<file path="src/mufl_pkg.sv">
`timescale 1ns / 1ps
package mufl_pkg;

  localparam int TIMER_WIDTH_DEF = 16;
  localparam int QUEUE_DEPTH_DEF = 4;

  localparam logic [7:0]  CRC_POLY      = 8'h8C;
  localparam logic [7:0]  CRC_INIT      = 8'h00;
  localparam logic [7:0]  FRAME_PAD     = 8'h00;
  localparam logic [7:0]  DEV_ADDR_RST  = 8'd1;
  localparam logic [15:0] TIMEOUT_RST   = 16'd200;

  localparam logic [3:0]  REPLY_BODY_LEN = 4'd9;
  localparam logic [3:0]  FRAME_CRC_IDX  = 4'd9;

  localparam int          CFG_IDX_W    = 2;
  localparam int          CFG_DATA_W   = 16;
  localparam logic [CFG_IDX_W-1:0] CFG_DEV_ADDR = 2'd0;
  localparam logic [CFG_IDX_W-1:0] CFG_TIMEOUT  = 2'd1;

  typedef enum logic [1:0] {
    IN_SEND = 2'd0,
    IN_RX   = 2'd1,
    IN_TICK = 2'd2
  } in_kind_t;

  typedef enum logic [1:0] {
    RES_TX      = 2'd0,
    RES_REPLY   = 2'd1,
    RES_TIMEOUT = 2'd2
  } res_kind_t;

  // A send carries the eight frame bytes ahead of the pad byte, high byte first.
  // A reply carries {14'b0, crc_ok, match, feedback_one, feedback_two, temp, fault}.
  typedef struct packed {
    res_kind_t   kind;
    logic [63:0] data;
  } job_t;

  localparam int JOB_W = $bits(job_t);

  function automatic logic [7:0] crc_feed(input logic [7:0] crc, input logic [7:0] din);
    logic [7:0] c;
    c = crc ^ din;
    for (int b = 0; b < 8; b++) begin
      if (c[0]) begin
        c = (c >> 1) ^ CRC_POLY;
      end else begin
        c = c >> 1;
      end
    end
    return c;
  endfunction

endpackage

</file>
<file path="src/mufl_front.sv">
`timescale 1ns / 1ps
module mufl_front #(
  parameter int TIMER_WIDTH = mufl_pkg::TIMER_WIDTH_DEF
) (
  input  logic                            clk,
  input  logic                            rst_n,
  input  logic                            cfg_valid,
  output logic                            cfg_ready,
  input  logic [mufl_pkg::CFG_IDX_W-1:0]  cfg_index,
  input  logic [mufl_pkg::CFG_DATA_W-1:0] cfg_data,
  input  logic                            in_valid,
  output logic                            in_ready,
  input  logic [1:0]                      in_kind,
  input  logic [7:0]                      in_command_code,
  input  logic signed [15:0]              in_speed_value,
  input  logic [7:0]                      in_feedback_select_a,
  input  logic [7:0]                      in_feedback_select_b,
  input  logic [7:0]                      in_accel_time,
  input  logic [7:0]                      in_brake_code,
  input  logic                            in_expect_reply,
  input  logic [7:0]                      in_rx_byte,
  output logic                            job_valid,
  input  logic                            job_ready,
  output mufl_pkg::job_t                  job
);

  localparam int CMP_W = (TIMER_WIDTH > 16) ? TIMER_WIDTH : 16;
  localparam logic [TIMER_WIDTH-1:0] TIMER_MAX = {TIMER_WIDTH{1'b1}};

  logic [7:0]             dev_addr_r;
  logic [15:0]            timeout_r;
  logic                   waiting_r, waiting_nxt;
  logic [3:0]             count_r, count_nxt;
  logic [TIMER_WIDTH-1:0] elapsed_r, elapsed_nxt, elapsed_inc;
  logic [7:0]             crc_r, crc_nxt;
  logic [7:0]             sent_cmd_r, sent_cmd_nxt;
  logic [7:0]             reply_store_r [9];
  logic                   store_we;
  logic                   accept;
  logic                   push;
  logic                   crc_ok;
  logic                   match;
  logic                   fire;

  assign cfg_ready = 1'b1;
  assign in_ready  = job_ready;
  assign accept    = in_valid && in_ready;
  assign job_valid = accept && push;

  assign elapsed_inc = (elapsed_r == TIMER_MAX) ? elapsed_r : elapsed_r + TIMER_WIDTH'(1);
  assign fire = (CMP_W'(elapsed_inc) >= CMP_W'(timeout_r)) || (elapsed_inc == TIMER_MAX);
  assign crc_ok = (crc_r == in_rx_byte);
  assign match  = crc_ok && (reply_store_r[0] == dev_addr_r) && (reply_store_r[1] == sent_cmd_r);

  always_comb begin
    waiting_nxt  = waiting_r;
    count_nxt    = count_r;
    elapsed_nxt  = elapsed_r;
    crc_nxt      = crc_r;
    sent_cmd_nxt = sent_cmd_r;
    store_we     = 1'b0;
    push         = 1'b0;
    job.kind     = mufl_pkg::RES_TX;
    job.data     = '0;
    unique case (in_kind)
      mufl_pkg::IN_SEND: begin
        push        = 1'b1;
        job.kind    = mufl_pkg::RES_TX;
        job.data    = {dev_addr_r, in_command_code, in_speed_value, in_feedback_select_a,
                       in_feedback_select_b, in_accel_time, in_brake_code};
        waiting_nxt = in_expect_reply;
        count_nxt   = '0;
        elapsed_nxt = '0;
        crc_nxt     = mufl_pkg::CRC_INIT;
        if (in_expect_reply) begin
          sent_cmd_nxt = in_command_code;
        end
      end
      mufl_pkg::IN_RX: begin
        if (waiting_r) begin
          if (count_r < mufl_pkg::REPLY_BODY_LEN) begin
            store_we  = 1'b1;
            crc_nxt   = mufl_pkg::crc_feed(crc_r, in_rx_byte);
            count_nxt = count_r + 4'd1;
          end else begin
            push        = 1'b1;
            job.kind    = mufl_pkg::RES_REPLY;
            job.data    = {14'd0, crc_ok, match, reply_store_r[2], reply_store_r[3],
                           reply_store_r[4], reply_store_r[5], reply_store_r[7],
                           reply_store_r[8]};
            waiting_nxt = 1'b0;
            count_nxt   = '0;
          end
        end
      end
      mufl_pkg::IN_TICK: begin
        if (waiting_r) begin
          elapsed_nxt = elapsed_inc;
          if (fire) begin
            push        = 1'b1;
            job.kind    = mufl_pkg::RES_TIMEOUT;
            waiting_nxt = 1'b0;
            count_nxt   = '0;
          end
        end
      end
      default: begin
      end
    endcase
  end

  always_ff @(posedge clk) begin
    if (!rst_n) begin
      dev_addr_r <= mufl_pkg::DEV_ADDR_RST;
      timeout_r  <= mufl_pkg::TIMEOUT_RST;
      waiting_r  <= 1'b0;
      count_r    <= '0;
      elapsed_r  <= '0;
      crc_r      <= mufl_pkg::CRC_INIT;
      sent_cmd_r <= '0;
    end else begin
      if (cfg_valid && cfg_ready) begin
        if (cfg_index == mufl_pkg::CFG_DEV_ADDR) begin
          dev_addr_r <= cfg_data[7:0];
        end else if (cfg_index == mufl_pkg::CFG_TIMEOUT) begin
          timeout_r <= cfg_data;
        end
      end
      if (accept) begin
        waiting_r  <= waiting_nxt;
        count_r    <= count_nxt;
        elapsed_r  <= elapsed_nxt;
        crc_r      <= crc_nxt;
        sent_cmd_r <= sent_cmd_nxt;
      end
    end
  end

  always_ff @(posedge clk) begin
    if (accept && store_we) begin
      reply_store_r[count_r] <= in_rx_byte;
    end
  end

endmodule

</file>
<file path="src/mufl_queue.sv">
`timescale 1ns / 1ps
module mufl_queue #(
  parameter int DEPTH = mufl_pkg::QUEUE_DEPTH_DEF
) (
  input  logic           clk,
  input  logic           rst_n,
  input  logic           push_valid,
  output logic           push_ready,
  input  mufl_pkg::job_t push_job,
  output logic           pop_valid,
  input  logic           pop_ready,
  output mufl_pkg::job_t pop_job
);

  localparam int AW = (DEPTH > 1) ? $clog2(DEPTH) : 1;
  localparam int CW = $clog2(DEPTH + 1);
  localparam logic [AW-1:0] LAST = AW'(DEPTH - 1);

  mufl_pkg::job_t mem_r [DEPTH];
  logic [AW-1:0]  wr_ptr_r, rd_ptr_r;
  logic [CW-1:0]  count_r;
  logic           do_push, do_pop;

  assign push_ready = (count_r != CW'(DEPTH));
  assign pop_valid  = (count_r != '0);
  assign pop_job    = mem_r[rd_ptr_r];
  assign do_push    = push_valid && push_ready;
  assign do_pop     = pop_valid && pop_ready;

  always_ff @(posedge clk) begin
    if (!rst_n) begin
      wr_ptr_r <= '0;
      rd_ptr_r <= '0;
      count_r  <= '0;
    end else begin
      if (do_push) begin
        wr_ptr_r <= (wr_ptr_r == LAST) ? '0 : wr_ptr_r + AW'(1);
      end
      if (do_pop) begin
        rd_ptr_r <= (rd_ptr_r == LAST) ? '0 : rd_ptr_r + AW'(1);
      end
      if (do_push && !do_pop) begin
        count_r <= count_r + CW'(1);
      end else if (do_pop && !do_push) begin
        count_r <= count_r - CW'(1);
      end
    end
  end

  always_ff @(posedge clk) begin
    if (do_push) begin
      mem_r[wr_ptr_r] <= push_job;
    end
  end

endmodule

</file>
<file path="src/mufl_back.sv">
`timescale 1ns / 1ps
module mufl_back (
  input  logic               clk,
  input  logic               rst_n,
  input  logic               job_valid,
  output logic               job_ready,
  input  mufl_pkg::job_t     job,
  output logic               out_valid,
  input  logic               out_ready,
  output logic [1:0]         out_result_kind,
  output logic [7:0]         out_tx_byte,
  output logic               out_tx_last,
  output logic               out_reply_crc_ok,
  output logic               out_reply_match,
  output logic signed [15:0] out_feedback_one,
  output logic signed [15:0] out_feedback_two,
  output logic [7:0]         out_temperature,
  output logic [7:0]         out_fault_code
);

  mufl_pkg::job_t cur_r;
  logic           cur_valid_r;
  logic [3:0]     idx_r;
  logic [7:0]     crc_r;
  logic [7:0]     frame_byte;
  logic           load_out;
  logic           beat;
  logic           last_beat;
  logic           is_tx;
  logic           is_reply;

  logic               out_valid_r;
  logic [1:0]         kind_r;
  logic [7:0]         tx_byte_r;
  logic               tx_last_r;
  logic               crc_ok_r;
  logic               match_r;
  logic signed [15:0] fb_one_r;
  logic signed [15:0] fb_two_r;
  logic [7:0]         temp_r;
  logic [7:0]         fault_r;

  assign is_tx     = (cur_r.kind == mufl_pkg::RES_TX);
  assign is_reply  = (cur_r.kind == mufl_pkg::RES_REPLY);
  assign load_out  = !out_valid_r || out_ready;
  assign beat      = cur_valid_r && load_out;
  assign last_beat = beat && (!is_tx || (idx_r == mufl_pkg::FRAME_CRC_IDX));
  assign job_ready = !cur_valid_r || last_beat;

  always_comb begin
    unique case (idx_r)
      4'd0:    frame_byte = cur_r.data[63:56];
      4'd1:    frame_byte = cur_r.data[55:48];
      4'd2:    frame_byte = cur_r.data[47:40];
      4'd3:    frame_byte = cur_r.data[39:32];
      4'd4:    frame_byte = cur_r.data[31:24];
      4'd5:    frame_byte = cur_r.data[23:16];
      4'd6:    frame_byte = cur_r.data[15:8];
      4'd7:    frame_byte = cur_r.data[7:0];
      4'd9:    frame_byte = crc_r;
      default: frame_byte = mufl_pkg::FRAME_PAD;
    endcase
  end

  always_ff @(posedge clk) begin
    if (!rst_n) begin
      cur_valid_r <= 1'b0;
      idx_r       <= '0;
      crc_r       <= mufl_pkg::CRC_INIT;
      out_valid_r <= 1'b0;
    end else begin
      if (job_valid && job_ready) begin
        cur_valid_r <= 1'b1;
        idx_r       <= '0;
        crc_r       <= mufl_pkg::CRC_INIT;
      end else if (last_beat) begin
        cur_valid_r <= 1'b0;
      end else if (beat) begin
        idx_r <= idx_r + 4'd1;
        crc_r <= mufl_pkg::crc_feed(crc_r, frame_byte);
      end
      if (load_out) begin
        out_valid_r <= beat;
      end
    end
  end

  always_ff @(posedge clk) begin
    if (job_valid && job_ready) begin
      cur_r <= job;
    end
    if (beat) begin
      kind_r    <= cur_r.kind;
      tx_byte_r <= is_tx ? frame_byte : 8'd0;
      tx_last_r <= is_tx && (idx_r == mufl_pkg::FRAME_CRC_IDX);
      crc_ok_r  <= is_reply && cur_r.data[49];
      match_r   <= is_reply && cur_r.data[48];
      fb_one_r  <= is_reply ? cur_r.data[47:32] : 16'sd0;
      fb_two_r  <= is_reply ? cur_r.data[31:16] : 16'sd0;
      temp_r    <= is_reply ? cur_r.data[15:8] : 8'd0;
      fault_r   <= is_reply ? cur_r.data[7:0] : 8'd0;
    end
  end

  assign out_valid        = out_valid_r;
  assign out_result_kind  = kind_r;
  assign out_tx_byte      = tx_byte_r;
  assign out_tx_last      = tx_last_r;
  assign out_reply_crc_ok = crc_ok_r;
  assign out_reply_match  = match_r;
  assign out_feedback_one = fb_one_r;
  assign out_feedback_two = fb_two_r;
  assign out_temperature  = temp_r;
  assign out_fault_code   = fault_r;

endmodule

</file>
<file path="src/motor_uart_frame_link.sv">
`timescale 1ns / 1ps
// Command and reply link for a serial motor. Each input transfer is a send, a
// received byte or a millisecond tick. A send produces ten transmit transfers on
// the output channel: the frame bytes in order, the last one the CRC-8 byte with
// out_tx_last set. A completed reply or a timeout produces one output transfer.
// Received bytes and ticks are taken one per cycle while in_ready is high and
// update the collector at once; the first output transfer of any item passes the
// job queue, current-job and output registers when the output is free. Sends back
// to back fill the four-entry job queue, then enter as the frame serializer ends
// each frame; other items go at one per cycle while the output is free. When the
// receiver stalls, the output register holds, the queue fills and in_ready drops
// only while the queue is full. The configuration channel is always ready and
// writes the device address (index 0) or reply_timeout_ms (index 1). A synchronous
// reset restores device address 1 and a 200 tick timeout, disarms the collector
// and empties the queue; it needs no clearing pass.
module motor_uart_frame_link #(
  parameter int TIMER_WIDTH = mufl_pkg::TIMER_WIDTH_DEF,
  parameter int QUEUE_DEPTH = mufl_pkg::QUEUE_DEPTH_DEF
) (
  input  logic                            clk,
  input  logic                            rst_n,
  input  logic                            cfg_valid,
  output logic                            cfg_ready,
  input  logic [mufl_pkg::CFG_IDX_W-1:0]  cfg_index,
  input  logic [mufl_pkg::CFG_DATA_W-1:0] cfg_data,
  input  logic                            in_valid,
  output logic                            in_ready,
  input  logic [1:0]                      in_kind,
  input  logic [7:0]                      in_command_code,
  input  logic signed [15:0]              in_speed_value,
  input  logic [7:0]                      in_feedback_select_a,
  input  logic [7:0]                      in_feedback_select_b,
  input  logic [7:0]                      in_accel_time,
  input  logic [7:0]                      in_brake_code,
  input  logic                            in_expect_reply,
  input  logic [7:0]                      in_rx_byte,
  output logic                            out_valid,
  input  logic                            out_ready,
  output logic [1:0]                      out_result_kind,
  output logic [7:0]                      out_tx_byte,
  output logic                            out_tx_last,
  output logic                            out_reply_crc_ok,
  output logic                            out_reply_match,
  output logic signed [15:0]              out_feedback_one,
  output logic signed [15:0]              out_feedback_two,
  output logic [7:0]                      out_temperature,
  output logic [7:0]                      out_fault_code
);

  logic           fq_valid, fq_ready;
  mufl_pkg::job_t fq_job;
  logic           qb_valid, qb_ready;
  mufl_pkg::job_t qb_job;

  mufl_front #(
    .TIMER_WIDTH(TIMER_WIDTH)
  ) u_front (
    .clk                 (clk),
    .rst_n               (rst_n),
    .cfg_valid           (cfg_valid),
    .cfg_ready           (cfg_ready),
    .cfg_index           (cfg_index),
    .cfg_data            (cfg_data),
    .in_valid            (in_valid),
    .in_ready            (in_ready),
    .in_kind             (in_kind),
    .in_command_code     (in_command_code),
    .in_speed_value      (in_speed_value),
    .in_feedback_select_a(in_feedback_select_a),
    .in_feedback_select_b(in_feedback_select_b),
    .in_accel_time       (in_accel_time),
    .in_brake_code       (in_brake_code),
    .in_expect_reply     (in_expect_reply),
    .in_rx_byte          (in_rx_byte),
    .job_valid           (fq_valid),
    .job_ready           (fq_ready),
    .job                 (fq_job)
  );

  mufl_queue #(
    .DEPTH(QUEUE_DEPTH)
  ) u_queue (
    .clk       (clk),
    .rst_n     (rst_n),
    .push_valid(fq_valid),
    .push_ready(fq_ready),
    .push_job  (fq_job),
    .pop_valid (qb_valid),
    .pop_ready (qb_ready),
    .pop_job   (qb_job)
  );

  mufl_back u_back (
    .clk             (clk),
    .rst_n           (rst_n),
    .job_valid       (qb_valid),
    .job_ready       (qb_ready),
    .job             (qb_job),
    .out_valid       (out_valid),
    .out_ready       (out_ready),
    .out_result_kind (out_result_kind),
    .out_tx_byte     (out_tx_byte),
    .out_tx_last     (out_tx_last),
    .out_reply_crc_ok(out_reply_crc_ok),
    .out_reply_match (out_reply_match),
    .out_feedback_one(out_feedback_one),
    .out_feedback_two(out_feedback_two),
    .out_temperature (out_temperature),
    .out_fault_code  (out_fault_code)
  );

endmodule
</file>
<file path="config.mk">
export PLATFORM = sky130hd
export DESIGN_NAME = motor_uart_frame_link
export DESIGN_NICKNAME = d
export VERILOG_FILES = /design/src/mufl_pkg.sv /design/src/mufl_front.sv /design/src/mufl_queue.sv /design/src/mufl_back.sv /design/src/motor_uart_frame_link.sv
export SDC_FILE = /design/constraint.sdc
export NUM_CORES = 1
export LEC_CHECK = 0
export BUFFER_PORTS_ARGS = -buffer_cell sky130_fd_sc_hd__clkbuf_2
export CORE_MARGIN = 2
export CORE_UTILIZATION = 40
export DETAILED_ROUTE_END_ITERATION = 10
export PLACE_DENSITY_LB_ADDON = 0.08
export SYNTH_ARGS = -nofsm -noshare
export SYNTH_HDL_FRONTEND = slang
export SYNTH_SLANG_ARGS = --single-unit
</file>
<file path="constraint.sdc">
create_clock -name clk -period 6 [get_ports clk]
set_clock_uncertainty 0.2 [all_clocks]
set_input_delay 0.3 -clock clk [delete_from_list [all_inputs] [get_ports clk]]
set_output_delay 0.3 -clock clk [all_outputs]
set_load 0.03 [all_outputs]
</file>
## After elaboration in Yosys (flattened, before gate mapping)

Memories as Yosys holds them, arrays and structs flattened. A register that Yosys moved wholly into a read port is not among the register bits.
Index checks and enable logic that the tools add are counted.

| word-level totals | value |
|---|---|
| memories kept | 2 |
| logic and storage cells | 225 |
| RAM bits | 336 |
| register bits | 143 |

| operators by class | value |
|---|---|
| equality and inequality tests | 24 |
| multiplexer cells | 104 |
| $add $sub $neg | 7 |
| magnitude comparators | 2 |
| bitwise logic cells | 21 |
| reductions and logical operators | 42 |

Memory list:

| name | words | bits a word | rd ports | clocked after memory_dff | write ports | line | source |
|---|---|---|---|---|---|---|---|
| u_queue.mem_r | 4 | 66 | 1 | 1 | 1 | mufl_queue.sv:19 | `mufl_pkg::job_t mem_r [DEPTH];` |
| u_front.reply_store_r | 9 | 8 | 8 | 0 | 1 | mufl_front.sv:37 | `logic [7:0] reply_store_r [9];` |

Operators by type and width:

| kind | number |
|---|---|
| $mux W8 | 67 |
| $pmux W64 S2 | 1 |
| $pmux W8 S9 | 1 |
| $mux W66 | 1 |
| $mux W65 | 1 |
| $not A2 Y3 | 16 |
| $eq A16 B16 Y1 const B | 2 |
| $mux W16 | 2 |
| $pmux W16 S2 | 1 |
| $eq A8 B8 Y1 | 3 |
| $add A16 B1 Y16 const B | 1 |
| $eq A4 B3 Y1 const B | 4 |
| $ge A16 B16 Y1 | 1 |
| $mux W4 | 4 |
| $pmux W8 S2 | 1 |
| $xor A8 B8 Y8 | 2 |
| $mux W1 | 15 |
| $logic_and A1 B1 Y1 | 14 |
| $pmux W4 S3 | 1 |
| $reduce_and A3 Y1 | 3 |
| $add A4 B1 Y4 const B | 2 |
| $eq A4 B2 Y1 const B | 2 |
| $mux W2 | 4 |
| $ne A2 B1 Y1 const B | 4 |
| 23 further kinds | 47 |

## Longest topological paths before layout

Gate-level depths: netlist of run 1.

| depth | value |
|---|---|
| word-level depth | 47 |
| gate-level depth with buffers | 22 |
| gate-level depth less buffers | 20 |

## Modules after synthesis

A second synthesis of run 1 with hierarchy kept.

| second synthesis, totals | value |
|---|---|
| cell total of the unflattened synthesis | 1,424 |
| area total of the unflattened synthesis | 22,273.9 µm² |

Modules (own cells, without submodules):

| module | cells an instance | area an instance (µm²) | seq. area each (µm²) | times used |
|---|---|---|---|---|
| mufl_queue | 395 | 10,000.8 | 8,107.8 | 1 |
| mufl_front | 649 | 6,575.1 | 3,143.0 | 1 |
| mufl_back | 380 | 5,698.0 | 4,093.9 | 1 |

## Least setup slack after synthesis of run 1

OpenSTA, ideal clock, no wires.

| timing | value |
|---|---|
| kind | flip-flop to flip-flop |
| start | register u_front.elapsed_r[1] |
| end | memory u_queue.mem_r[0][0] in the netlist's numbering, enable pin |
| arrival | 4.470 ns |
| library setup time | 0.431 ns |
| slack | 0.898 ns |
| stages on the path, launching flop included | 17 |
| required time | 5.369 ns |
| path through | dfxtp_1 > ha_1 > nand3_2 > nor3_2 > and2_1 > buf_2 > nor2_1 > nand4_1 > xnor2_1 > ha_1 > o211ai_1 > nor2_1 > a221oi_1 > o21ai_0 > o311a_1 > buf_2 > and2_1 |

| on the way | value |
|---|---|
| longest elaborated chain between the ends | 11 |
| elaborated cells on any way between the ends | 13 |
| those cells by class | 1 x add/sub; 1 x order compare; 2 x eq/ne; 6 x mux; 3 x reduce/logical |

RTL lines:

| item | line | source |
|---|---|---|
| start, declared | mufl_front.sv:34 | `logic [TIMER_WIDTH-1:0] elapsed_r, elapsed_nxt, elapsed_inc;` |
| start signal, assigned | mufl_front.sv:132 | `elapsed_r <= elapsed_nxt;` |
| $add A16 B1 Y16 / $eq A16 B16 Y1 (equally long branches) | mufl_front.sv:50 | `assign elapsed_inc = (elapsed_r == TIMER_MAX) ? elapsed_r : elapsed_r + TIMER_WIDTH'(1);` |
| $mux W16 (*) | mufl_front.sv:50 |  |
| $ge A16 B16 Y1 / $eq A16 B16 Y1 (equally long branches) | mufl_front.sv:51 | `assign fire = (CMP_W'(elapsed_inc) >= CMP_W'(timeout_r)) \|\| (elapsed_inc == TIMER_MAX);` |
| $logic_or A1 B1 Y1 (*) | mufl_front.sv:51 |  |
| $mux W1 (*) | mufl_front.sv:99 | `if (fire) begin` |
| $mux W1 (*) | mufl_front.sv:97 | `if (waiting_r) begin` |
| $pmux W1 S3 (*) | mufl_front.sv:65 | `unique case (in_kind)` |
| $logic_and A1 B1 Y1 (*) | mufl_front.sv:48 | `assign job_valid = accept && push;` |
| $logic_and A1 B1 Y1 (*) | mufl_queue.sv:27 | `assign do_push = push_valid && push_ready;` |
| via u_queue.do_push | mufl_queue.sv:22 | `logic do_push, do_pop;` |
| $mux W1 (*) | mufl_queue.sv:51 | `if (do_push) begin` |
| $mux W1 (implied by the code) (*) | mufl_queue.sv:52 | `mem_r[wr_ptr_r] <= push_job;` |
| end, declared | mufl_queue.sv:19 |  |

The timed path passes the listed nets; every way through them passes the cells marked *.

## Worst setup path after layout of run 1

| timing | value |
|---|---|
| start | register u_front.elapsed_r[0] |
| end | register u_queue.count_r[2] |

| on the way | value |
|---|---|
| longest elaborated chain between the ends | 12 |
| elaborated cells on any way between the ends | 16 |
| those cells by class | 1 x add/sub; 1 x order compare; 2 x eq/ne; 5 x mux; 7 x reduce/logical |

RTL lines:

| item | line | source |
|---|---|---|
| $add A16 B1 Y16 / $eq A16 B16 Y1 (equally long branches) | mufl_front.sv:50 |  |
| $mux W16 (*) | mufl_front.sv:50 |  |
| $ge A16 B16 Y1 / $eq A16 B16 Y1 (equally long branches) | mufl_front.sv:51 |  |
| $logic_or A1 B1 Y1 (*) | mufl_front.sv:51 |  |
| $mux W1 (*) | mufl_front.sv:99 |  |
| $mux W1 (*) | mufl_front.sv:97 |  |
| $pmux W1 S3 (*) | mufl_front.sv:65 |  |
| $logic_and A1 B1 Y1 (*) | mufl_front.sv:48 |  |
| $logic_and A1 B1 Y1 (*) | mufl_queue.sv:27 |  |
| $logic_not A1 Y1 | mufl_queue.sv:44 | `end else if (do_pop && !do_push) begin` |
| $logic_and A1 B1 Y1 | mufl_queue.sv:44 |  |
| $reduce_bool A2 Y1 (no line) | -- |  |
| end signal, assigned | mufl_queue.sv:43 | `count_r <= count_r + CW'(1);` |
| end signal, assigned | mufl_queue.sv:45 | `count_r <= count_r - CW'(1);` |
| end, declared | mufl_queue.sv:21 | `logic [CW-1:0] count_r;` |

Mark *: on every way between the ends. The rest lies on a longest branch, timed or not.
A chain may end at the register's enable or synchronous reset.

==> reports/metrics.csv, run 1 <==
stage,metric,value,unit
run_status,status,completed,
cells_and_area,Final nets,1756,
setup_path,Critical Path Fanout Max,10,
floorplan,Top-Level Pins,154,
clock_tree,clk sink count,537,
sta,worst setup margin,0.741,ns
sta,fin crit share,87.6,%
clock_tree,H-tree levels,2,
place,RePlAce Congestion,0.844,
setup_path,Worst setup SP type,flip-flop,
sta,Hold Slack,0.0410,ns
place,Port Buf Inserts,152,
pwr,Internal,7.73,mW
sta,Hold Fails Final Rpt,0,
pwr,peak supply drop,0.000229,V
place,detailed placement HPWL,37500,um
setup_path,endpoint class of the critical path,flip-flop,
place,post-place setup slack,0.713,ns
global_route,GRT Resource Usage Total,19.7,%
yosys,Synth top cells by count,"455 x edfxtp_1, 90 x nor2_1, 82 x dfxtp_1, 79 x nand2_1, 77 x and2_1",
sta,slew margin rel.,33.9,%
global_route,largest net degree at the start of global routing,64,
clock_tree,"Clk pin slew, worst setup/hold paths",0.06,ns
sta,RSZ-0062 raised after global routing,false,
yosys,Synth area leaders,"edfxtp_1 62%, dfxtp_1 7.5%, mux4_2 6.8%, and2_1 2.2%, ha_1 2.1%",
clock_tree,clock tree buffer depth,3,
floorplan,Initial Utilization,40.6,%
cells_and_area,Area Growth Syn to Fin,19.2,%
pwr,switching power,3.25,mW
drt,Vias/cell,5.25,
pwr,sequential fraction of design power,45.8,%
sta,Final TNS setup,0,ns
pwr,power per cell area,421,nW/um2
setup_path,Critical Path AT,5.58,ns
clock_tree,clk_lat worst skew,0.61,ns
global_route,initial antenna violation count,6,
sta,f_max,0.190,GHz
pwr,Clock Power Share,32.0,%
clock_tree,post-CTS setup buffers,0,
floorplan,chip width,238,um
drt,Vias,12500,
yosys,Yosys reg bits,537,
min_path,Min-Delay Path Class,input pin to flip-flop,
drt,post-detailed-route wirelength per cell,23.0,um
sta,max-slew violations,0,
pwr,sw frac,29.6,%
sta,Slew @ Worst Pin,0.992,ns
yosys,async set-reset flop share out of synthesis,0,%
yosys,register area share after synthesis,70.0,%
drt,TritonRoute pass-1 iters,5,
clock_tree,Num CTS Buffers,57,
yosys,ys flop type,edfxtp_1,
setup_path,Required @ worst endpoint,6.32,ns
setup_path,kind of critical path,flip-flop to flip-flop,
drt,final wirelength,54700,um
drt,Post-DRT Antenna Nets,0,
clock_tree,Post-CTS Resized,0,
flow_run,Max Cap Violations,0,
pwr,Logic pwr share,22.2,%
yosys,Synth cell types,79,
yosys,yosys warns,0,
yosys,Post-Synthesis Cells,1395,
drt,number of DRC markers in iteration 0,1008,
floorplan,Row Count,85,
sta,Tmin final,5.26,ns
pwr,leakage power,9.16,nW
clock_tree,CTS tree,built,
yosys,"EDFF count, synth",455,
floorplan,overall die height,238,um
yosys,Post-Syn Area,21900,um2
yosys,synthesized net count,1522,
floorplan,floorplan core area,53900,um2
global_route,grt ovf,0,
drt,Post-route DRC,0,
cells_and_area,layout cells sized above 1,21.1,%
yosys,Syn Area/Cell,15.7,um2
yosys,Yosys top cell by area,edfxtp_1,
sta,final-report setup violation count,0,
floorplan,Die ar.,56600,um2
global_route,vias in the first global route,12700,
yosys,top-count cell post-synth,edfxtp_1,
yosys,top cell type's share of synthesized area,62.5,%
clock_tree,root buf cell,clkbuf_16,
global_route,first-pass GRT wire length,82200,um
## worst max-delay path: stages (launching register included)
cell and delay, ns:
dfxtp_1 0.49, ha_1 0.31, nand3_2 0.25, nor3_2 0.44, and2_1 0.31, nor2_1 0.12
nor2_1 0.20, ha_1 0.26, nor4_1 0.21, nor2_1 0.08, a221oi_1 0.44, o21ai_0 0.26
o311a_1 0.54, ha_1 0.28, inv_1 0.08, fa_1 0.18, xor2_1 0.08, or3_1 0.30
a21oi_1 0.13
## layout by cell type, fill, tap and decap left out, types with 7 or more instances in the layout
cell type,count
edfxtp_1,455
clkbuf_2,152
nor2_1,89
dfxtp_1,80
nand2_1,79
dlygate4sd3_1,75
and2_1,72
mux4_2,66
clkbuf_16,58
a22o_1,50
a22oi_1,42
a21oi_1,38
inv_1,37
ha_1,35
xor2_1,33
xnor2_1,30
mux2i_1,24
nand3_1,21
buf_4,19
o21ai_0,17
clkbuf_1,15
nor3_1,13
nand4_1,12
clkinv_2,12
clkinv_1,11
a211oi_1,10
nor4_1,9
and3_1,9
o211ai_1,7
bufinv_16,7
## per-layer routing
| metal | vias to the layer above | wire [um] | track usage (%) |
|---|---|---|---|
| met5 | - | 0 | 0 |
| met4 | 0 | 1440 | 5.98 |
| met3 | 82 | 2770 | 3.96 |
| met2 | 334 | 25400 | 30.9 |
| met1 | 6235 | 25100 | 27.8 |
| li1 | 5832 | - | - |
## layout make-up
| cell class | instances | area (um2) |
|---|---|---|
| fillers | 4641 | 27900 |
| flip-flops and latches | 537 | 15300 |
| multi-input cells | 743 | 6110 |
| repair buffers | 250 | 1730 |
| clock buffers | 73 | 1510 |
| well taps | 696 | 871 |
| clock inverters | 35 | 373 |
| inverters | 40 | 150 |
| diodes | 3 | 7.51 |
## through the flow
stage                     cell area, um2  cells  power [mW]  utilization [%]
after floorplan                    21900   1395        6.71                -
after global placement             23400   2191        7.54             43.5
after detailed placement           23400   2191        7.55             43.5
after CTS                          26100   2374        11.1             48.3
after global routing               26100   2375        11.5             48.3
final                              26100   2377        11.0             48.3
## kinds of logic after synthesis
logic type | synth area share [%]
DFF | 70.0
and+or+nand+nor | 7.96
AOI/OAI and AO/OA | 7.09
buffers and inverters | 2.18
muxes | 8.00
xor gates and xnor gates | 2.63
adders and majority gates | 2.15
other | 0.0171
## power by group through the flow
stage / sequential, mW / clock (mW) / combinational (mW)
global placement: 5.11 / 0 / 2.43
finish: 5.02 / 3.52 / 2.44
global route: 5.08 / 3.77 / 2.64
floorplan: 5.30 / 0 / 1.42
CTS: 5.04 / 3.62 / 2.48
detailed placement: 5.11 / 0 / 2.43
## state kept, by name, summed over array words and instances (netlist names), 16 cells and up
signal                   flops
u_front.elapsed_r           16
u_back.cur_r                66
u_front.reply_store_r       64
u_back.out_feedback_two     16
u_back.out_feedback_one     16
u_queue.mem_r              264
u_front.timeout_r           16
## worst paths after layout
path / endpoint / cells past startpoint / from / slack [ns]
min: u_front.dev_addr_r[0] / 5 / cfg_index[1] / 0.04
min reg2reg: u_front.timeout_r[13] / 2 / u_front.timeout_r[13] / 0.25
max: u_queue.count_r[2] / 18 / u_front.elapsed_r[0] / 0.74
max reg2reg: u_queue.count_r[2] / 18 / u_front.elapsed_r[0] / 0.74
## timing repair
item                                    CTS  global route
hold buffers                             75             0
hold endpoints to repair                286             0
endpoints found under the setup margin    0             0
Note: power is estimated with default switching activity, not from simulation.
==> inputs of run 2 (changes only) <==
- CORE_UTILIZATION: 40 -> 52
==> reports/metrics.csv, run 2 (synthesized netlist as in run 1, its figures left out) <==
stage,metric,value,unit,change
sta,max-slew violations,0,,unchanged
global_route,GRT Resource Usage Total,23.5,%,was 19.7%
pwr,peak supply drop,0.000243,V,was 0.000229 V
setup_path,Critical Path AT,5.79,ns,was 5.58 ns
cells_and_area,Reg area,15300,um2,unchanged
pwr,leakage power,9.03,nW,was 9.16 nW
floorplan,floorplan core area,41800,um2,was 53900 um2
setup_path,endpoint class of the critical path,flip-flop,,unchanged
pwr,power per cell area,416,nW/um2,was 421 nW/um2
setup_path,Worst setup SP type,flip-flop,,unchanged
clock_tree,clk_lat worst skew,0.60,ns,was 0.61 ns
cells_and_area,max FFs per register,264,,unchanged
cells_and_area,Largest Register,u_queue.mem_r,,unchanged
clock_tree,hold bufs inserted after CTS,76,,was 75
setup_path,"reg-to-reg slack, setup",0.54,ns,was 0.74 ns
clock_tree,"Clk pin slew, worst setup/hold paths",0.06,ns,about the same
global_route,first-pass GRT wire length,75700,um,was 82200 um
floorplan,Initial Utilization,52.4,%,was 40.6%
run_status,status,completed,,unchanged
clock_tree,Num CTS Buffers,53,,was 57
sta,RSZ-0062 raised after global routing,false,,unchanged
drt,Post-route DRC,0,,unchanged
sta,Hold Fails Final Rpt,0,,unchanged
cells_and_area,Area Growth Syn to Fin,17.1,%,was 19.2%
drt,final wirelength,50600,um,was 54700 um
place,post-place setup slack,0.625,ns,was 0.713 ns
floorplan,Top-Level Pins,154,,unchanged
floorplan,overall die height,209,um,was 238 um
setup_path,Reg2Reg Depth,20,,was 18
global_route,vias in the first global route,12300,,was 12700
setup_path,CP endpoint,u_queue.count_r[2],,unchanged
floorplan,Die ar.,43700,um2,was 56600 um2
drt,Post-DRT Antenna Nets,0,,unchanged
sta,fin crit share,91.0,%,was 87.6%
clock_tree,post-CTS setup buffers,0,,unchanged
cells_and_area,# fillers,3103,,was 4641
clock_tree,CTS tree,built,,unchanged
clock_tree,Post-CTS Resized,0,,unchanged
setup_path,worst r2r src,u_front.elapsed_r[0],,unchanged
cells_and_area,"commonest non-fill, non-tap cell in the layout",edfxtp_1,,unchanged
sta,Hold Slack,0.0389,ns,was 0.0410 ns
sta,Slew @ Worst Pin,1.14,ns,was 0.992 ns
sta,slew margin rel.,24.1,%,was 33.9%
global_route,grt ovf,0,,unchanged
place,Port Buf Inserts,152,,unchanged
drt,TritonRoute pass-1 iters,5,,unchanged
setup_path,Reg-to-Reg End,u_queue.count_r[2],,unchanged
floorplan,Row Count,75,,was 85
cells_and_area,fin area,25600,um2,was 26100 um2
global_route,initial antenna violation count,3,,was 6
cells_and_area,final core occ,61.4,%,was 48.3%
global_route,largest net degree at the start of global routing,67,,was 64
setup_path,Required @ worst endpoint,6.33,ns,was 6.32 ns
min_path,Min-Delay Path Class,input pin to flip-flop,,unchanged
sta,Tmin final,5.46,ns,was 5.26 ns
setup_path,kind of critical path,flip-flop to flip-flop,,unchanged
setup_path,CP Launch Point,u_front.elapsed_r[0],,unchanged
drt,Vias/cell,5.68,,was 5.25
sta,f_max,0.183,GHz,was 0.190 GHz
flow_run,Max Cap Violations,0,,unchanged
drt,number of DRC markers in iteration 0,1017,,was 1008
setup_path,Critical Path Fanout Max,10,,unchanged
clock_tree,clock tree buffer depth,3,,unchanged
drt,post-detailed-route wirelength per cell,23.0,um,about the same
min_path,Hold Path Stages,1,,was 5
floorplan,chip width,209,um,was 238 um
clock_tree,root buf cell,clkbuf_16,,unchanged
clock_tree,clk sink count,537,,unchanged
cells_and_area,Final nets,1745,,was 1756
cells_and_area,Largest regs,"u_queue.mem_r (264), u_back.cur_r (66), u_front.reply_store_r (64)",,unchanged
drt,Vias,12500,,about the same
place,Area after DPL,23200,um2,was 23400 um2
cells_and_area,"commonest non-fill, non-tap cells in the layout","455 x edfxtp_1, 152 x clkbuf_2, 89 x nor2_1",,unchanged
sta,worst setup margin,0.538,ns,was 0.741 ns
clock_tree,H-tree levels,2,,unchanged
sta,final-report setup violation count,0,,unchanged
sta,Final TNS setup,0,ns,unchanged
cells_and_area,layout cells sized above 1,20.4,%,was 21.1%
place,detailed placement HPWL,33700,um,was 37500 um
place,RePlAce Congestion,0.853,,was 0.844
cells_and_area,multi-input logic area,6110,um2,about the same
-- run 2: stage by stage --
step | power, mW | cells
finish | 10.7 | 2198
global route | 11.1 | 2197
CTS | 10.8 | 2197
detailed placement | 7.48 | 2026
global placement | 7.47 | 2026
floorplan | 6.71 | 1395
-- run 2: power breakdown --
group          switching [mW]  internal (mW)
combinational            1.43          0.905
sequential              0.326           4.75
clock                    1.37           1.87
-- run 2: cell type report --
| cell class | count | area share [%] |
|---|---|---|
| Tap cell | 539 | 2.63 |
| Multi-Input combinational cell | 743 | 23.8 |
| Sequential cell | 537 | 59.7 |
| Timing Repair Buffer | 243 | 6.52 |
| Clock buffer | 65 | 5.47 |
| Inverter | 40 | 0.586 |
| Clock inverter | 30 | 1.19 |
| Antenna cell | 1 | 0.00977 |
-- run 2: routing by layer --
metal / share of wire (%) / global-route usage (%)
met5: 0 / 0
met4: 2.8 / 7.51
met3: 6.2 / 4.40
met2: 46 / 35.4
met1: 45 / 34.9
-- run 2: worst min-delay path by stage --
stage,from,to
2_1_floorplan,in_rx_byte[0],u_front.reply_store_r[0][0]
3_3_place_gp,u_front.timeout_r[9],u_front.timeout_r[9]
3_5_place_dp,u_front.timeout_r[9],u_front.timeout_r[9]
4_1_cts,in_rx_byte[3],u_front.reply_store_r[5][3]
5_1_grt,in_rx_byte[3],u_front.reply_store_r[1][3]
6_report,in_rx_byte[3],u_front.reply_store_r[3][3]
-- run 2: critical path: stages (launching register included) --
cell      delay, ns
dfxtp_1        0.51
ha_1           0.33
nand3_2        0.27
nor3_2         0.45
and2_1         0.32
nor2_1         0.13
nand3_1        0.12
xnor2_1        0.15
ha_1           0.28
a21o_1         0.18
a21oi_1        0.13
o21ai_0        0.09
a221oi_1       0.33
o21ai_0        0.29
o311a_1        0.56
ha_1           0.27
inv_1          0.07
fa_1           0.18
xor2_1         0.08
or3_1          0.32
a21oi_1        0.15
==> inputs of run 3 (changes only) <==
- BUFFER_PORTS_ARGS: -buffer_cell sky130_fd_sc_hd__clkbuf_2 -> -buffer_cell sky130_fd_sc_hd__buf_2
- RECOVER_POWER: default -> 50
==> reports/metrics.csv, run 3 (synthesized netlist as in run 1, its figures left out) <==
stage,metric,value,unit,change
run_status,status,"complete, but fails checks",,was completed
run_status,failing checks,"capacitance limit, slew limit",,
pwr,peak supply drop,0.000270,V,was 0.000243 V
setup_path,Required @ worst endpoint,6.15,ns,was 6.33 ns
clock_tree,root buf cell,clkbuf_16,,unchanged
floorplan,chip width,209,um,unchanged
setup_path,Critical Path AT,5.63,ns,was 5.79 ns
global_route,first-pass GRT wire length,76900,um,was 75700 um
place,Port Buf Inserts,152,,unchanged
pwr,switching power,3.15,mW,was 3.13 mW
floorplan,Initial Utilization,52.4,%,unchanged
sta,Hold Slack,0.0648,ns,was 0.0389 ns
drt,post-detailed-route wirelength per cell,23.0,um,about the same
floorplan,Top-Level Pins,154,,unchanged
setup_path,Reg-to-Reg End,u_queue.count_r[1],,was u_queue.count_r[2]
sta,f_max,0.182,GHz,was 0.183 GHz
drt,number of DRC markers in iteration 0,933,,was 1017
clock_tree,hold bufs inserted after CTS,87,,was 76
place,detailed placement HPWL,32900,um,was 33700 um
clock_tree,clock tree buffer depth,3,,unchanged
setup_path,CP top delay family,compound AO/OA/AOI/OAI gates,,unchanged
setup_path,Critical Path Fanout Max,10,,unchanged
clock_tree,H-tree levels,2,,unchanged
drt,Vias/cell,5.75,,was 5.68
clock_tree,"Clk pin slew, worst setup/hold paths",0.06,ns,about the same
min_path,hold path start,cfg_index[0],,was in_rx_byte[3]
pwr,power per cell area,416,nW/um2,about the same
pwr,Logic pwr share,22.0,%,about the same
drt,final wirelength,50700,um,was 50600 um
sta,slew margin rel.,-114,%,was 24.1%
floorplan,Row Count,75,,unchanged
setup_path,Critical Path Max Stage Delay,0.54,ns,was 0.56 ns
floorplan,floorplan core area,41800,um2,unchanged
cells_and_area,"commonest non-fill, non-tap cell in the layout",edfxtp_1,,unchanged
clock_tree,Num CTS Buffers,53,,unchanged
global_route,largest net degree at the start of global routing,69,,was 67
cells_and_area,layout cells sized above 1,14.9,%,was 20.4%
floorplan,Die ar.,43700,um2,unchanged
floorplan,overall die height,209,um,unchanged
setup_path,Reg2Reg Depth,19,,was 20
setup_path,CP Cell Sequence,ha_1 > nand3_2 > nor3_2 > and2_1 > nor2_1 > nand3_1 > xnor2_1 > ha_1 > a21o_1 > a21oi_1 > o21ai_0 > a221oi_1 > o21ai_0 > o311a_1 > ha_1 > inv_1 > fa_1 > mux2i_1 > nor2_1,,was ha_1 > nand3_2 > nor3_2 > and2_1 > nor2_1 > nand3_1 > xnor2_1 > ha_1 > a21o_1 > a21oi_1 > o21ai_0 > a221oi_1 > o21ai_0 > o311a_1 > ha_1 > inv_1 > fa_1 > xor2_1 > or3_1 > a21oi_1
place,Area after DPL,23200,um2,about the same
pwr,Internal,7.51,mW,was 7.52 mW
setup_path,endpoint class of the critical path,flip-flop,,unchanged
pwr,sequential fraction of design power,47.4,%,was 47.6%
global_route,GRT Resource Usage Total,23.5,%,about the same
pwr,leakage power,8.75,nW,was 9.03 nW
global_route,grt ovf,0,,unchanged
drt,Vias,12700,,was 12500
cells_and_area,"commonest non-fill, non-tap cells in the layout","455 x edfxtp_1, 90 x nor2_1, 89 x clkbuf_1",,"was 455 x edfxtp_1, 152 x clkbuf_2, 89 x nor2_1"
cells_and_area,Final nets,1755,,was 1745
setup_path,CP max stage cell,o311a_1,,unchanged
clock_tree,clk sink count,537,,unchanged
place,RePlAce Congestion,0.900,,was 0.853
cells_and_area,Largest Register,u_queue.mem_r,,unchanged
drt,Post-DRT Antenna Nets,0,,unchanged
cells_and_area,Area Growth Syn to Fin,17.1,%,about the same
sta,final-report setup violation count,0,,unchanged
drt,Post-route DRC,0,,unchanged
setup_path,CP dominant cell by count,ha_1,,unchanged
global_route,initial antenna violation count,7,,was 3
clock_tree,post-CTS setup buffers,0,,unchanged
flow_run,Max Cap Violations,4,,was 0
global_route,vias in the first global route,12600,,was 12300
clock_tree,Post-CTS Resized,0,,unchanged
sta,Slew @ Worst Pin,3.21,ns,was 1.14 ns
cells_and_area,Largest regs,"u_queue.mem_r (264), u_back.cur_r (66), u_front.reply_store_r (64)",,unchanged
setup_path,"reg-to-reg slack, setup",0.51,ns,was 0.54 ns
sta,Tmin final,5.49,ns,was 5.46 ns
cells_and_area,max FFs per register,264,,unchanged
min_path,end of the worst hold path,u_front.dev_addr_r[5],,was u_front.reply_store_r[3][3]
drt,TritonRoute pass-1 iters,7,,was 5
place,Placed Cells,2025,,was 2026
setup_path,Worst setup SP type,flip-flop,,unchanged
sta,max-slew violations,219,,was 0
setup_path,worst path bufs/invs,1,,unchanged
min_path,Hold Path Stages,5,,was 1
sta,RSZ-0062 raised after global routing,false,,unchanged
cells_and_area,final cell count without fillers,2209,,was 2198
pwr,Final Power,10.7,mW,about the same
sta,Hold Fails Final Rpt,0,,unchanged
clock_tree,clk_lat worst skew,0.60,ns,about the same
setup_path,worst r2r src,u_front.elapsed_r[0],,unchanged
cells_and_area,fin area,25600,um2,about the same
pwr,Clock Power Share,30.6,%,was 30.4%
sta,fin crit share,91.4,%,was 91.0%
min_path,Min-Delay Path Class,input pin to flip-flop,,unchanged
sta,Final TNS setup,0,ns,unchanged
pwr,sw frac,29.6,%,was 29.4%
clock_tree,CTS tree,built,,unchanged
setup_path,kind of critical path,flip-flop to flip-flop,,unchanged
[run 3: worst max-delay path by stage]
stage,endpoint,start,slack (ns),cells after the start
global route,u_queue.count_r[1],u_front.elapsed_r[0],0.13,19
floorplan,u_queue.mem_r[0][0],u_front.elapsed_r[1],0.90,16
global placement,u_queue.count_r[2],u_front.elapsed_r[0],0.77,20
finish,u_queue.count_r[1],u_front.elapsed_r[0],0.51,19
detailed placement,u_queue.count_r[2],u_front.elapsed_r[0],0.68,20
CTS,u_queue.count_r[2],u_front.elapsed_r[0],0.66,20
[run 3: layer usage]
metal / share of wire, % / vias up / GRT usage, %
met3: 6.0 / 88 / 3.85
met4: 2.7 / 0 / 7.56
li1: - / 5809 / -
met2: 46 / 413 / 35.6
met1: 46 / 6395 / 35.2
met5: 0 / - / 0
[run 3: layout make-up]
class / count / area, um2
timing repair buffer: 253 / 1690
multi-input combinational: 743 / 6090
antenna: 1 / 2.50
tap: 539 / 674
sequential: 537 / 15300
clock inverter: 30 / 318
clock buffer: 66 / 1390
inverter: 40 / 150
fill: 3132 / 16100
[run 3: metrics by stage]
| step | util (%) | worst slack (ns) |
|---|---|---|
| floorplan | - | 0.898 |
| detailed placement | 55.5 | 0.683 |
| global placement | 55.5 | 0.768 |
| CTS | 61.7 | 0.665 |
| finish | 61.3 | 0.513 |
| global route | 61.3 | 0.127 |
[run 3: worst reg2reg max path, stage by stage (launching register included)]
cell and delay (ns):
dfxtp_1 0.49, ha_1 0.33, nand3_2 0.26, nor3_2 0.45, and2_1 0.31, nor2_1 0.13
nand3_1 0.12, xnor2_1 0.15, ha_1 0.28, a21o_1 0.18, a21oi_1 0.13, o21ai_0 0.10
a221oi_1 0.32, o21ai_0 0.29, o311a_1 0.54, ha_1 0.27, inv_1 0.07, fa_1 0.41
mux2i_1 0.15, nor2_1 0.06
[run 3: power by group through the flow]
stage	Sequential, mW	Clock, mW	Combinational [mW]
5_1_grt	5.12	3.47	2.53
2_1_floorplan	5.30	0	1.42
3_5_place_dp	5.12	0	2.36
6_report	5.05	3.27	2.34
3_3_place_gp	5.12	0	2.34
4_1_cts	5.04	3.32	2.41
